### src/design/cspn_sqrt_pipe.sv
`timescale 1ns / 1ps
// ----------------------------------------------------------------------------
// cspn_sqrt_pipe
// Integer square root, one result bit per pipeline stage.
// ----------------------------------------------------------------------------
module cspn_sqrt_pipe #(
	parameter int IW = 36
) (
	input  logic            clk,
	input  logic            en,
	input  logic [IW-1:0]   v,
	output logic [IW/2-1:0] root
);

	localparam int S  = IW / 2;
	localparam int RW = IW + 1;

	logic [RW-1:0] rem_s  [S];
	logic [RW-1:0] root_s [S];

	genvar k;
	for (k = 0; k < S; k++) begin : g_stage
		localparam logic [RW-1:0] BIT = RW'(1) << (IW - 2 - 2 * k);
		logic [RW-1:0] vi, ri, trial;
		logic          ge;
		if (k == 0) begin : g_first
			assign vi = RW'(v);
			assign ri = '0;
		end else begin : g_next
			assign vi = rem_s[k-1];
			assign ri = root_s[k-1];
		end
		assign trial = ri + BIT;
		assign ge    = vi >= trial;
		always_ff @(posedge clk) begin
			if (en) begin
				rem_s[k]  <= ge ? vi - trial : vi;
				root_s[k] <= ge ? (ri >> 1) + BIT : ri >> 1;
			end
		end
	end

	assign root = root_s[S-1][S-1:0];

endmodule

### config.mk
export PLATFORM = sky130hd
export DESIGN_NAME = cspn_sqrt_pipe
export DESIGN_NICKNAME = d
export VERILOG_FILES = /design/src/design/cspn_sqrt_pipe.sv
export SDC_FILE = /design/constraint.sdc
export NUM_CORES = 1
export LEC_CHECK = 0
export ABC_AREA = 1
export BUFFER_PORTS_ARGS = -buffer_cell sky130_fd_sc_hd__buf_2
export CAP_MARGIN = 20
export CORE_ASPECT_RATIO = 1.2
export CORE_MARGIN = 5
export CORE_UTILIZATION = 57
export CTS_CLUSTER_SIZE = 12
export DETAILED_ROUTE_END_ITERATION = 12
export PLACE_DENSITY = 0.73
export SETUP_SLACK_MARGIN = 0.05
export SLEW_MARGIN = 25
export SYNTH_ARGS = -nofsm -noshare
export SYNTH_HDL_FRONTEND = slang
export SYNTH_SLANG_ARGS = --single-unit
### constraint.sdc
create_clock -name clk -period 4 [get_ports clk]
set_input_delay 0.2 -clock clk [delete_from_list [all_inputs] [get_ports clk]]
set_output_delay 0.2 -clock clk [all_outputs]
set_load 0.02 [all_outputs]
==> flow_summary_export.csv <==
group,metric,value,unit
synth,syn_nets,4732,
clock_network,numCtsBuffers,82,
clock_network,post_cts.repair.setup_buffers,0,
timing,max_freq,0.3218,GHz
die,io_pins,56,
critical_path,cp.arrival,3.51,ns
final_layout,layout.nets,4905,
synth,synth_ff_type,"edfxtp_1",
critical_path,cp-end-kind,"register",
synth,synth_edf_count,800,
worst_hold_path,hp-class,"input pin to register",
synth,ys_warn_count,0,
synth,syn_avg_cell_area,9.479,µm²
pwr,ir_drop,0.3649,mV
die,rows,110,
final_layout,finalInstanceArea,47150,µm²
timing,hold_viol_final,0,
clock_network,htree_levels,3,
timing,worst_hold_slack,0.1117,ns
timing,fin_skew,0.05439,ns
die,fp.dieW,260.0,µm
placed_design,place_ws,0.8777,ns
job,maxCapViolations,0,
final_layout,synthToLayoutAreaGrowth,10.32,%
timing,rsz0062_at_grt,"false",
final_layout,fill_cells,6059,
synth,synthArstFlopShare,0,%
timing,setup_viol,0,
status,outcome,"complete, no violations",
critical_path,cp_max_fo,21,
grt,grt_max_degree,99,
placed_design,io_buffers,55,
synth,yosysSeqAreaShare,56.20,%
die,dieArea,80580,µm²
drt,post_drt_wl_per_cell,19.49,µm
timing,tightest_slew,1.049,ns
synth,netlist_instances,4509,
drt,totalWireLength,111.7,mm
drt,drc_errors,0,
die,start_util,57.19,%
drt,vias,31510,
pwr,power.total,23.52,mW
timing,fin_crit,3.108,ns
die,core_area,74730,µm²
final_layout,mostFrequentLayoutCells,"1211 x nand2_1, 800 x edfxtp_1, 643 x inv_1",
clock_network,clock_path_buffers,3,
clock_network,insertion_delay,0.68,ns
clock_network,tritoncts,"built",
drt,ant_nets,0,
clock_network,clock-sinks,800,
drt,drtIter0Drc,2086,
clock_network,path_clk_slew,0.06,ns
critical_path,cp.required,4.40,ns
timing,fin_crit_sh,77.69,%
grt,overflow,0,
grt,track_usage,27.70,%
drt,dr.pass1.iters,6,
final_layout,diodes,0,
synth,netlist_area,42740,µm²
placed_design,place_area,44370,µm²
critical_path,worstSetupPathType,"register to register",
grt,grt_pass1_wl,171.8,mm
pwr,p_leak,19.93,nW
final_layout,drive_gt1_share,6.290,%
final_layout,layout_commonest_cell,"nand2_1",
placed_design,dp_hpwl,86.41,mm
clock_network,cts_root_buf,"clkbuf_16",
synth,ys_types,54,
timing,finalWorstSetupSlack,0.8924,ns
die,die_h,310.0,µm
drt,viasPerCell,5.498,
synth,ys_seq_elements,800,
timing,drv_slew,0,
timing,setup_tns,0,ns
grt,antenna_found_initial,0,
timing,slew_headroom,30.08,%
placed_design,place_congestion,1.022,
critical_path,startpoint_type,"register",
grt,grt_pass1_vias,31900,
pwr,powerDensity,498.8,nW/µm²
[worst paths after layout]
path                      start            end  slack [ns]  depth (start not counted)
hold reg to reg   root_s[7][25]  root_s[8][24]        0.41                          0
setup / recovery  rem_s[10][18]  rem_s[11][35]        0.89                          9
hold / removal               en  root_s[8][23]        0.11                          1
setup reg to reg  rem_s[10][18]  rem_s[11][35]        0.89                          9
[routing by layer]
layer,vias up,wire length (µm),track usage [%]
met3,414,4279,3.652
met5,-,0,0
met1,14650,37150,26.41
met2,963,59600,52.96
met4,0,10660,21.94
li1,15480,-,-
[cell type report]
type	instances	area [µm²]	area share (%)
Sequential cell	800	24020	50.95
Multi-Input combinational cell	3027	16010	33.95
Inverter	650	2442	5.179
Clock buffer	97	2108	4.471
Tap cell	1008	1261	2.675
Timing Repair Buffer	121	998.5	2.117
Clock inverter	27	310.3	0.6581
[synthesized netlist by cell type, types with 2 or more instances]
library cell  count  area [µm²]
nor3_4            2       32.53
buf_2             8       40.04
a21oi_1         222        1111
nor3_2            6       60.06
or2_2            13       81.33
nand3_2           5       50.05
nand3_1         237        1186
a21o_1           20       150.1
nor3_1           79       395.4
o21ai_1          18       90.09
o21ai_2          18       157.7
nor4_1           64       400.4
xor2_1          107       937.2
inv_1           643        2414
inv_2             6       22.52
xnor2_1          78       683.2
nand3b_1         19       142.6
nor2_2           15       93.84
buf_6            14       157.7
ha_1            185        2315
a31oi_1           3       18.77
o2111ai_1         2       17.52
nand2_1        1211        4546
o21a_1            3       22.52
o21ai_0         128       640.6
nor3b_1           4       30.03
nor2_1          419        1573
edfxtp_1        800       24020
a21oi_2          13       113.9
nand4_1          84       525.5
a21boi_0          7       52.55
o21bai_1         14       105.1
buf_4            10       75.07
nand2_4           3       33.78
nor2_4            5       56.30
nand4_2           5       62.56
nand2_2          11       68.82
o211ai_1          3       22.52
nor4_2            3       37.54
and2_1            8       50.05
[worst max-delay path, cell delays in order, from the launching register on]
cell      delay (ns)
edfxtp_1        0.45
ha_1            0.40
a21oi_1         0.34
o21ai_0         0.23
a21oi_1         0.16
nand2_1         0.15
nand2_1         0.15
nand3_2         0.38
inv_2           0.47
a21oi_1         0.09
[through the flow]
step                utilization (%)  instances
floorplan                         -       4509
global placement              59.36       5569
global route                  63.10       5730
CTS                           63.10       5730
finish                        63.10       5730
detailed placement            59.36       5569
[kinds of logic (layout without fill, tap and decap cells)]
logic type	Yosys count	after routing	synth area share [%]
compound gates	458	458	6.030
xor+xnor	185	185	3.791
fa+ha+maj	185	185	5.416
buf+inv	682	895	6.352
flops	800	800	56.20
other cells	1	1	0.008774
simple gates	2198	2198	22.20
[repair_timing]
| item | in CTS | in global routing |
|---|---|---|
| hold buffers | 37 | 0 |
| endpoints found under the hold margin | 37 | 0 |
| gates resized for setup | 0 | 0 |
[registers in the layout, indices dropped and copies added, names as in the netlist]
register	count
rem_s	629
root_s	171
[where the power goes]
part	switching (mW)	internal (mW)
Sequential	0.810	10.5
Clock	3.22	3.84
Combinational	3.41	1.73
(Power assumes the default switching activity.)
