`src/design/cspn_div_pipe.sv`:
```
`timescale 1ns / 1ps
// ----------------------------------------------------------------------------
// cspn_div_pipe
// Unsigned restoring divider, one quotient bit per stage. The caller must
// hold the divisor steady while items are in flight; the block does not
// enforce it. Quotients that do not fit in QW bits come out as all ones.
// ----------------------------------------------------------------------------
module cspn_div_pipe #(
	parameter int NW = 34,
	parameter int DW = 18,
	parameter int QW = 20
) (
	input  logic          clk,
	input  logic          en,
	input  logic [NW-1:0] num,
	input  logic [DW-1:0] den,
	output logic [QW-1:0] quo
);

	localparam int CW = ((NW > DW + QW) ? NW : DW + QW) + 1;

	logic [NW-1:0] rem_s [QW+1];
	logic [QW-1:0] quo_s [QW+1];
	logic          ovf_s [QW+1];

	always_ff @(posedge clk) begin
		if (en) begin
			rem_s[0] <= num;
			quo_s[0] <= '0;
			ovf_s[0] <= CW'(num) >= (CW'(den) << QW);
		end
	end

	genvar k;
	for (k = 1; k <= QW; k++) begin : g_stage
		localparam int SH = QW - k;
		logic [CW-1:0] dsh;
		logic          ge;
		assign dsh = CW'(den) << SH;
		assign ge  = CW'(rem_s[k-1]) >= dsh;
		always_ff @(posedge clk) begin
			if (en) begin
				rem_s[k] <= ge ? NW'(CW'(rem_s[k-1]) - dsh) : rem_s[k-1];
				quo_s[k] <= quo_s[k-1] | (QW'(ge) << SH);
				ovf_s[k] <= ovf_s[k-1];
			end
		end
	end

	assign quo = ovf_s[QW] ? '1 : quo_s[QW];

endmodule

```
`config.mk`:
```
export PLATFORM = sky130hd
export DESIGN_NAME = cspn_div_pipe
export DESIGN_NICKNAME = d
export VERILOG_FILES = /design/src/design/cspn_div_pipe.sv
export SDC_FILE = /design/constraint.sdc
export NUM_CORES = 2
export LEC_CHECK = 0
export BUFFER_PORTS_ARGS = -buffer_cell sky130_fd_sc_hd__buf_4
export CORE_MARGIN = 8
export CORE_UTILIZATION = 58
export DETAILED_ROUTE_END_ITERATION = 8
export GPL_ROUTABILITY_DRIVEN = 0
export PLACE_DENSITY_LB_ADDON = 0.12
export SYNTH_ARGS = -nofsm -noshare
export SYNTH_HDL_FRONTEND = slang
export SYNTH_SLANG_ARGS = --single-unit
```
`constraint.sdc`:
```
create_clock -name clk -period 4.8 [get_ports clk]
set_clock_uncertainty 0.2 [all_clocks]
set_input_delay 1.2 -clock clk [delete_from_list [all_inputs] [get_ports clk]]
set_output_delay 1.2 -clock clk [all_outputs]
set_load 0.05 [all_outputs]
```
==> summary.md <==
| Metric | Value |
|---|---|
| Status | `complete, no violations` |
| Vias in the first global route | `33993` |
| Post-Synth Adder-Cell Area | `9.77%` |
| Std-Cell Rows | `108` |
| CTS tree | `built` |
| Switching Share | `34.5%` |
| Die Area | `0.0977 mm²` |
| CP Data Required Time | `5.03 ns` |
| WL/cell | `20.6 µm` |
| Multi-input gate area | `0.0228 mm²` |
| Non-filler cells, final | `5845` |
| Synth Area in Compound Gates | `13.6%` |
| Via count | `35692` |
| Endpoints failing setup | `0` |
| Setup_tns | `0 ns` |
| Starting Density | `58.6%` |
| Final Net Count | `5057` |
| RSZ-0062 raised after global routing | `false` |
| Hold_buf cts | `0` |
| Hpwl dp | `87000 µm` |
| Worst skew pair latency | `0.69 ns` |
| Final total power | `31.4 mW` |
| Worst setup path class | `in -> reg` |
| Cell-internal power | `20.5 mW` |
| Input/output buffers | `73` |
| CTS root buf | `clkbuf_16` |
| Crit-path max FO | `9` |
| Yosys top cell area share | `53.6%` |
| Worst flop-to-flop path startpoint | `rem_s[18][22]` |
| Routed vias/inst | `6.11` |
| Cells after Synth | `4405` |
| Congestion Overflow GR | `0` |
| DRT antenna net count | `0` |
| Switching power | `10.8 mW` |
| Area Overhead vs Synth | `12.1%` |
| Fraction of layout cells with a size suffix above 1 | `11.0%` |
| Syn_nets | `4846` |
| First-pass GRT wire length | `187000 µm` |
| Post-DP Area | `0.0541 mm²` |
| CP startpoint kind | `input pin` |
| Clock transition at the registers of the reported paths | `0.06 ns` |
| Setup crit start | `den[17]` |
| Post-synthesis cell area | `0.0510 mm²` |
| Hold_sp | `quo_s[1][133]` |
| DRC | `0` |
| Largest net degree at the start of global routing | `99` |
| Final wirelength | `121000 µm` |
| Post-Synth XOR/XNOR Area | `6.11%` |
| Ys async rst share | `0%` |
| Design area | `0.0572 mm²` |
| Highest achievable clock rate | `240 MHz` |
| Max-Slew Margin vs Limit | `41.0%` |
| Initial antenna violation count | `3` |
| TritonCTS Buffers | `96` |
| Setup Fix Bufs, Post-CTS | `0` |
| Minimum clock period | `4.17 ns` |
| Post_cts resized | `0` |
| Final period util | `86.8%` |
| IO Pins | `74` |
| P per Cell Area | `549 mW/mm²` |
| Post-synth EDFFs | `911` |
| Seq pwr share | `39.9%` |
| Sequential area share after synthesis | `53.6%` |
| H-Tree Depth | `3` |
| Synth Register Bits | `911` |
| Global Route Usage Sum | `24.0%` |
| Fillcell total | `6738` |
| CP Data Arrival Time | `4.40 ns` |
| Post-route worst setup slack | `0.634 ns` |
| Count leader, synth | `edfxtp_1` |
| Worst slew pin tran | `0.885 ns` |
| Pins Over Slew Limit | `0` |
| Die Width | `313 µm` |
| Simple-gate share of the synthesized area | `13.2%` |
| Sink Count | `911` |
| Syn_area_per_cell | `11.6 µm²` |
| Count of cell types in the netlist | `92` |
| Main combinational cell family by area after synthesis | `compound AO/OA/AOI/OAI gates` |
| Final hold vios | `0` |
| Synth warn | `0` |
| Combinational share of power | `36.7%` |
| # diodes | `0` |
| Cell taking the most area after synthesis | `edfxtp_1` |
| Placed insts | `5673` |
| Drt first-iter violations | `3105` |
| Worst hold path class | `reg -> reg` |
| DP Worst Slack | `-0.0225 ns` |
| Top post-synthesis cells by area | `edfxtp_1 54%, ha_1 9.0%, a21oi_1 3.5%` |
| Synth cell count leaders | `911 x edfxtp_1, 368 x ha_1, 358 x a21oi_1` |
| Clk buf depth | `3` |
| Peak supply drop | `322 µV` |
| Post-synth top flop | `edfxtp_1` |
| Crit. End Element | `flip-flop` |
| Leakage | `21.5 nW` |
| Drt pass-1 iters | `6` |
| Mux contribution to synthesized area | `2.07%` |
| Core area | `0.0870 mm²` |
| Die H | `313 µm` |
| Clk pwr share | `23.4%` |
| FF+latch area | `0.0274 mm²` |
| Max_cap viols | `0` |
## registers in the layout, summed over array words and instances (netlist names)
signal / count
ovf_s: 21
rem_s: 680
quo_s: 210
## logic make-up after synthesis
group | count (synthesis)
simple gates | 1328
compound gates | 1105
flops | 911
fa+ha+maj | 387
xor+xnor | 356
buf+inv | 223
mux | 95
## final cells by class
| class | instances | share of cell area, % |
|---|---|---|
| Sequential cell | 911 | 47.8 |
| Timing Repair Buffer | 201 | 3.40 |
| Tap cell | 1155 | 2.53 |
| Multi-Input combinational cell | 3271 | 39.9 |
| Clock buffer | 117 | 4.38 |
| Inverter | 135 | 0.886 |
| Clock inverter | 55 | 1.03 |
## power groups by stage
stage | combinational, mW | clock, mW | sequential, mW
after global routing | 12.8 | 7.79 | 12.6
after floorplan | 8.72 | 0 | 12.0
after detailed placement | 11.3 | 0 | 12.6
after global placement | 11.1 | 0 | 12.6
after CTS | 11.4 | 7.52 | 12.5
final | 11.5 | 7.35 | 12.5
## worst max-delay path, stage by stage
cell,delay (ns)
buf_4,0.18
inv_1,0.37
buf_4,0.35
ha_1,0.27
nand4_1,0.17
a2111oi_0,0.50
buf_4,0.20
o2111ai_1,0.12
o21ai_2,0.22
nor4b_1,0.48
o311a_1,0.27
xor2_1,0.06
## metrics by stage
stage                     util [%]  hold WS [ns]
final                         65.7         0.213
after global routing          65.7         0.220
after CTS                     65.7         0.214
after detailed placement      62.1         0.205
after global placement        62.1         0.200
after floorplan                  -         0.200
## placed cells by master, fill, tap and decap left out, types with 77 or more instances in the layout
master / Yosys / final
buf_4: 2 / 166
xor2_1: 157 / 157
mux2_2: 84 / 84
a21oi_1: 358 / 357
clkbuf_16: 0 / 97
inv_1: 132 / 132
nand3_1: 77 / 77
xnor2_1: 199 / 199
ha_1: 368 / 368
nor4_1: 80 / 80
o21ai_0: 257 / 257
nor2_1: 337 / 335
a21o_1: 108 / 108
edfxtp_1: 911 / 911
nand2_1: 317 / 317
nor3_1: 107 / 107
## per-layer routing
layer	global-route usage (%)	share of wire [%]
met5	0	0.0099
met4	8.24	3.2
met3	3.57	6.3
met2	39.5	47
met1	32.7	44
## worst paths after layout
check | cells after the start | slack, ns | to
setup / recovery | 12 | 0.63 | rem_s[9][32]
hold / removal | 0 | 0.21 | quo_s[1][153]
setup reg to reg | 9 | 1.03 | rem_s[19][16]
hold reg to reg | 0 | 0.21 | quo_s[1][153]
Note: power is estimated with default switching activity, not from simulation.
