<file path="config.mk">
export PLATFORM = sky130hd
export DESIGN_NAME = cspn_cfg
export DESIGN_NICKNAME = d
export VERILOG_FILES = /design/src/design/cspn_pkg.sv /design/src/design/cspn_cfg.sv
export SDC_FILE = /design/constraint.sdc
export NUM_CORES = 2
export LEC_CHECK = 0
export BUFFER_PORTS_ARGS = -buffer_cell sky130_fd_sc_hd__buf_2
export CAP_MARGIN = 5
export CORE_ASPECT_RATIO = 0.8
export CORE_MARGIN = 5
export CORE_UTILIZATION = 50
export CTS_CLUSTER_SIZE = 8
export DETAILED_ROUTE_END_ITERATION = 16
export GPL_ROUTABILITY_DRIVEN = 1
export PLACE_DENSITY = 0.68
export SKIP_LAST_GASP = 1
export SLEW_MARGIN = 10
export SYNTH_ARGS = -nofsm -noshare
export SYNTH_HDL_FRONTEND = slang
export SYNTH_SLANG_ARGS = --single-unit
</file>
<file path="constraint.sdc">
create_clock -name clk -period 23.5 [get_ports clk]
set_input_delay 3.525 -clock clk [delete_from_list [all_inputs] [get_ports clk]]
set_output_delay 3.525 -clock clk [all_outputs]
set_load 0.05 [all_outputs]
</file>
<file path="src/design/cspn_pkg.sv">
`timescale 1ns / 1ps
// ----------------------------------------------------------------------------
// cspn_pkg
// Shared widths, latencies, the configuration struct and clamp helpers for
// the centripetal spline node smoother.
// ----------------------------------------------------------------------------
package cspn_pkg;

	localparam int CRD_W   = 16;                 // Q3.12 coordinate
	localparam int KNOT_W  = 48;                 // packed x y z
	localparam int KW      = 17;                 // knot parameter t1..t3
	localparam int TW      = 19;                 // node parameter t
	localparam int SQ_W    = 36;                 // squared distance, Q.24
	localparam int DN_W    = SQ_W / 2;           // distance, Q.12
	localparam int STEP_W  = 15;                 // one knot parameter step
	localparam int PW      = 37;                 // pyramid point, signed
	localparam int FQ_W    = 20;                 // quotient bits, node parameter
	localparam int BQ_W    = 36;                 // quotient bits, pyramid blend
	localparam int BL_LAT  = BQ_W + 5;           // cycles through one blend
	localparam int FRONT_LAT = 2 + SQ_W / 2 + 2 + (FQ_W + 1) + 1;
	localparam int TOTAL_LAT = FRONT_LAT + 3 * BL_LAT;

	localparam logic [TW-1:0] TIME_MAX = 19'd524287;
	localparam logic signed [PW:0] PT_HI = 38'sd34359738368;
	localparam logic signed [PW:0] PT_LO = -38'sd34359738368;

	typedef logic [KNOT_W-1:0] cspn_knot_t;

	typedef struct packed {
		cspn_knot_t [3:0]    knot;
		logic [STEP_W-1:0]   step1;
		logic [DN_W-1:0]     s1;
		logic [KW-1:0]       t1;
		logic [KW-1:0]       t2;
		logic [KW-1:0]       t3;
		logic                degen;
		logic                busy;
	} cspn_cfg_t;

	function automatic logic signed [PW-1:0] clamp_pt(input logic signed [PW:0] v);
		logic signed [PW-1:0] r;
		if (v > PT_HI) begin
			r = PW'(PT_HI);
		end else if (v < PT_LO) begin
			r = PW'(PT_LO);
		end else begin
			r = PW'(v);
		end
		return r;
	endfunction

	function automatic logic [CRD_W-1:0] sat16(input logic signed [PW-1:0] v);
		logic [CRD_W-1:0] r;
		if (v > 37'sd32767) begin
			r = 16'h7fff;
		end else if (v < -37'sd32768) begin
			r = 16'h8000;
		end else begin
			r = v[CRD_W-1:0];
		end
		return r;
	endfunction

endpackage

</file>
<file path="src/design/cspn_cfg.sv">
`timescale 1ns / 1ps
// ----------------------------------------------------------------------------
// cspn_cfg
// Knot registers and the sequencer that derives knot parameters from them
// with one shared bit-serial square root.
// ----------------------------------------------------------------------------
module cspn_cfg
	import cspn_pkg::*;
(
	input  logic              clk,
	input  logic              arst_n,
	input  logic              cfg_we,
	input  logic [1:0]        cfg_index,
	input  logic [KNOT_W-1:0] cfg_data,
	output cspn_cfg_t         cfg
);

	localparam int RW = 61;
	localparam logic [RW-1:0] SBIT0 = RW'(1) << 58;

	typedef enum logic [2:0] {ST_IDLE, ST_SQ, ST_RT1, ST_RT2, ST_RS1} state_t;

	state_t              state_q;
	cspn_knot_t          knot_q [4];
	logic [1:0]          k_q, c_q;
	logic [SQ_W-1:0]     acc_q, sq1_q;
	logic [RW-1:0]       sv_q, sr_q, sbit_q;
	logic [STEP_W-1:0]   step_q [3];
	logic [DN_W-1:0]     s1_q;
	logic                degen_q, degacc_q;

	logic [1:0]          k_nx;
	logic [5:0]          off;
	logic signed [16:0]  da, db, dd;
	logic signed [33:0]  dsq;
	logic [SQ_W-1:0]     acc_nx;
	logic [RW-1:0]       trial, sv_nx, sr_nx;
	logic                ge, last;

	assign k_nx   = 2'(k_q + 2'd1);
	assign off    = {c_q, 4'b0000};
	assign da     = 17'($signed(knot_q[k_nx][off +: CRD_W]));
	assign db     = 17'($signed(knot_q[k_q][off +: CRD_W]));
	assign dd     = da - db;
	assign dsq    = dd * dd;
	assign acc_nx = acc_q + SQ_W'(dsq[33:0]);

	assign trial = sr_q + sbit_q;
	assign ge    = sv_q >= trial;
	assign sv_nx = ge ? sv_q - trial : sv_q;
	assign sr_nx = ge ? (sr_q >> 1) + sbit_q : sr_q >> 1;
	assign last  = sbit_q[0];

	always_ff @(posedge clk or negedge arst_n) begin
		if (!arst_n) begin
			state_q  <= ST_IDLE;
			for (int i = 0; i < 4; i++) knot_q[i] <= '0;
			for (int i = 0; i < 3; i++) step_q[i] <= '0;
			k_q      <= '0;
			c_q      <= '0;
			acc_q    <= '0;
			sq1_q    <= '0;
			sv_q     <= '0;
			sr_q     <= '0;
			sbit_q   <= '0;
			s1_q     <= '0;
			degen_q  <= 1'b1;
			degacc_q <= 1'b0;
		end else if (cfg_we) begin
			// restart the derivation on every write
			knot_q[cfg_index] <= cfg_data;
			state_q  <= ST_SQ;
			k_q      <= '0;
			c_q      <= '0;
			acc_q    <= '0;
			degacc_q <= 1'b0;
		end else begin
			case (state_q)
				ST_SQ: begin
					if (c_q == 2'd2) begin
						acc_q   <= '0;
						c_q     <= '0;
						sv_q    <= RW'(acc_nx) << 24;
						sr_q    <= '0;
						sbit_q  <= SBIT0;
						state_q <= ST_RT1;
						if (acc_nx == '0) degacc_q <= 1'b1;
						if (k_q == 2'd1) sq1_q <= acc_nx;
					end else begin
						acc_q <= acc_nx;
						c_q   <= 2'(c_q + 2'd1);
					end
				end
				ST_RT1: begin
					if (last) begin
						sv_q    <= sr_nx;
						sr_q    <= '0;
						sbit_q  <= SBIT0;
						state_q <= ST_RT2;
					end else begin
						sv_q   <= sv_nx;
						sr_q   <= sr_nx;
						sbit_q <= sbit_q >> 2;
					end
				end
				ST_RT2: begin
					if (last) begin
						step_q[k_q] <= sr_nx[STEP_W-1:0];
						if (k_q == 2'd2) begin
							sv_q    <= RW'(sq1_q);
							sr_q    <= '0;
							sbit_q  <= SBIT0;
							state_q <= ST_RS1;
						end else begin
							k_q     <= k_nx;
							state_q <= ST_SQ;
						end
					end else begin
						sv_q   <= sv_nx;
						sr_q   <= sr_nx;
						sbit_q <= sbit_q >> 2;
					end
				end
				ST_RS1: begin
					if (last) begin
						s1_q    <= sr_nx[DN_W-1:0];
						degen_q <= degacc_q;
						state_q <= ST_IDLE;
					end else begin
						sv_q   <= sv_nx;
						sr_q   <= sr_nx;
						sbit_q <= sbit_q >> 2;
					end
				end
				default: begin
					state_q <= ST_IDLE;
				end
			endcase
		end
	end

	always_comb begin
		for (int i = 0; i < 4; i++) cfg.knot[i] = knot_q[i];
		cfg.step1 = step_q[1];
		cfg.s1    = s1_q;
		cfg.t1    = KW'(step_q[0]);
		cfg.t2    = KW'(step_q[0]) + KW'(step_q[1]);
		cfg.t3    = KW'(step_q[0]) + KW'(step_q[1]) + KW'(step_q[2]);
		cfg.degen = degen_q;
		cfg.busy  = state_q != ST_IDLE;
	end

endmodule

</file>
==> key figures <==
STA
  – Worst-case hold slack: 0.471 ns
  – Pins over their slew limit: 0
  – # setup viols final: 0
  – Post-route minimum period: 15.17 ns
  – Final period util: 64.6%
  – Worst slew slack as a fraction of its limit: 17.8%
  – RSZ-0062 raised after global routing: no
  – Clk_skew: 0.0374 ns
  – Maximum operating frequency: 65.9 MHz
  – Actual slew at the worst max-slew pin: 1.22 ns
  – TNS Setup: 0 ns
  – Count of final hold-check violations: 0

Synth
  – Post-synthesis area per instance: 9.40 µm²
  – Post-Syn Area: 47,800 µm²
  – Number of synthesized register bits: 517
  – Most frequent cells after synthesis: dfrtp_1 (516), nand2_1 (457), inv_1 (411)
  – FFs w/ async S/R, synth: 100%
  – Total number of yosys warnings: 0
  – Cells after synthesis: 5,084
  – Most instantiated library cell after synthesis: dfrtp_1
  – Biggest area contributors in the synthesized netlist: dfrtp_1 (27%), fa_1 (12%), ha_1 (9.2%), mux2_2 (5.1%), mux4_2 (4.5%)
  – Primary FF master, synth: dfrtp_1
  – Library cells used by synthesis: 107
  – Fraction of the yosys area taken by sequential cells: 27.1%
  – Number of flops mapped to enable cells by yosys: 0
  – Area leader, netlist: dfrtp_1
  – Fraction of synthesized cell area taken by the top area cell type: 27.0%

Routing
  – Vias per cell: 6.16
  – Starting DRT DRC Count: 3,962
  – Via count: 40.6k
  – Post-route DRC: 0
  – Drt total wl: 150,000 µm
  – Wire length per cell: 22.8 µm
  – Final ANT Viol Nets: 0
  – First drt pass iteration count: 5

Die
  – Number of top-level pins: 331
  – Floorplan die height: 286 µm
  – Core footprint: 94,900 µm²
  – Effective utilization at floorplan: 50.3%
  – Die outline area: 102,000 µm²
  – Row count: 101
  – X dimension of the die: 356 µm

Worst setup path
  – Maximum fanout count along the critical path: 51
  – Required time of the critical path: 24.02 ns
  – Cell repeated most along the worst path: inv_1
  – Worst R2R Path Depth: 56
  – Slowest cell on the critical path: dfrtp_4
  – Sort of element at the end of the critical path: flop
  – CP startpoint kind: flop
  – Kind of critical path: flop to flop
  – Arrival @ worst endpoint: 15.70 ns
  – Critical path's largest stage delay: 1.03 ns

CTS
  – Cts bufs inserted: 76
  – CTS Hold Bufs: 0
  – Clock latency of the later-clocked register in the worst-skew pair: 0.65 ns
  – TritonCTS clock tree: yes
  – Max Root-Sink Buffers: 3
  – Buffer count from post-CTS setup fixing: 0
  – Clock tree root driver cell: clkbuf_16
  – Number of gates resized after CTS: 0
  – CTS H-Tree Depth: 3
  – Post-CTS clock slew at the launch and capture registers of the worst setup and hold paths: 0.05 ns
  – Number of sinks on the clock net: 517

Global routing
  – Number of antenna violations at the first check in global routing: 12
  – Sum of overflow across all layers after global routing: 0
  – Via count of the first global-routing pass: 39.2k
  – Pin count of the biggest net entering global routing: 147
  – Overall fraction of global-route tracks in use: 28.8%
  – Global-route wire length before repair: 232,000 µm

Finish
  – Finished Layout Cells: 6,584
  – Multi-input gate area in the final layout: 32,100 µm²
  – Nets@finish: 5,948
  – Combined flip-flop and latch cell area: 12,900 µm²
  – Proportion of layout cells with a drive suffix above 1: 16.2%
  – Area overhead of the layout relative to synthesis: 9.99%
  – Layout filler cell count: 8,459

Hold path
  – Worst hold path depth: 2
  – Classification of the worst-slack hold path: flop to flop

Placed design
  – Post-Place Cells: 6,477
  – HPWL after DPL: 113,000 µm
  – Final weighted congestion in routability-driven placement: 0.962
  – Count of buffers inserted at the top-level ports: 327

Run status
  – Run status: complete, no violations

Run
  – Max-Cap Viols: 0
[per-stage QoR]
stage          utilization, %  setup WS [ns]  cell area, µm²
2_1_floorplan               -           9.99           47800
3_3_place_gp             53.0           8.88           50300
3_5_place_dp             53.0           8.51           50300
4_1_cts                  55.4           8.40           52500
5_1_grt                  55.4           7.21           52500
6_report                 55.4           8.33           52600
[final cells by class]
cell class | count | share of cell area [%]
multi-input cells | 3864 | 61.0
diodes | 6 | 0.0286
repair buffers | 392 | 4.09
flip-flops and latches | 517 | 24.6
well taps | 1287 | 3.06
inverters | 417 | 2.98
clock inverters | 9 | 0.386
clock buffers | 92 | 3.81
[registers in the layout (all words and copies together) (netlist names), 2 cells and up]
register  flops
sv_q         61
cfg         222
sq1_q        36
state_q       3
k_q           2
sr_q         61
c_q           2
acc_q        36
sbit_q       59
s1_q         18
step_q       15
[per-layer routing]
layer,global-route usage (%),vias up,part of all wire [%]
li1,-,18414,-
met1,43.1,20146,45
met2,41.8,1727,42
met3,6.67,288,9.8
met4,8.40,8,3.2
met5,0.476,-,0.066
[layout by cell type, fill, tap and decap left out, types with 44 or more instances in the layout]
cell       count
buf_2        326
a21oi_1      381
buf_4         64
a211oi_1      46
o21ai_1       62
o21a_1        48
a31oi_1       44
o21bai_1      53
nand3_1       65
inv_1        411
xnor2_1      177
nor3_1        54
nand4_1       52
fa_1         276
o21ai_0      299
mux4_2        96
a21o_1       119
mux2i_1       69
ha_1         350
mux2_2       217
dfrtp_1      513
nand2_1      456
a22o_1        93
xor2_1       101
clkbuf_16     76
nor2_1       323
[cells by family (layout without fill, tap and decap cells)]
kind of cell | count (synthesis) | count (layout) | share of synthesized area (%)
AO/OA/AOI/OAI | 1414 | 1414 | 19.1
flip-flops | 517 | 517 | 27.1
XOR/XNOR | 279 | 279 | 5.11
buffers and inverters | 705 | 910 | 5.99
AND/OR/NAND/NOR | 1159 | 1159 | 10.9
multiplexers | 382 | 382 | 11.1
other | 1 | 9 | 0.00785
adder cells (fa/ha/maj) | 627 | 627 | 20.8
[final timing paths]
| kind | from | to | slack (ns) |
|---|---|---|---|
| min in group asynchronous | arst_n | sr_q[44] | 2.94 |
| max reg2reg | k_q[0] | degacc_q | 8.33 |
| min reg2reg | s1_q[12] | s1_q[12] | 0.47 |
| min | s1_q[12] | s1_q[12] | 0.47 |
| max in group asynchronous | arst_n | step_q[2] | 18.23 |
| max | k_q[0] | degacc_q | 8.33 |
[critical path: cells and delay by family (launching register included)]
family | cells | cell delay (ns)
and+or+nand+nor | 12 | 2.07
muxes | 2 | 0.57
AOI/OAI and AO/OA | 19 | 4.21
buffers and inverters | 9 | 1.60
DFF | 1 | 1.03
adders and majority gates | 11 | 4.64
xor gates and xnor gates | 3 | 0.88
Power is not shown: default switching activity piles up to over one toggle a cycle in this logic, so the estimate is an artifact.
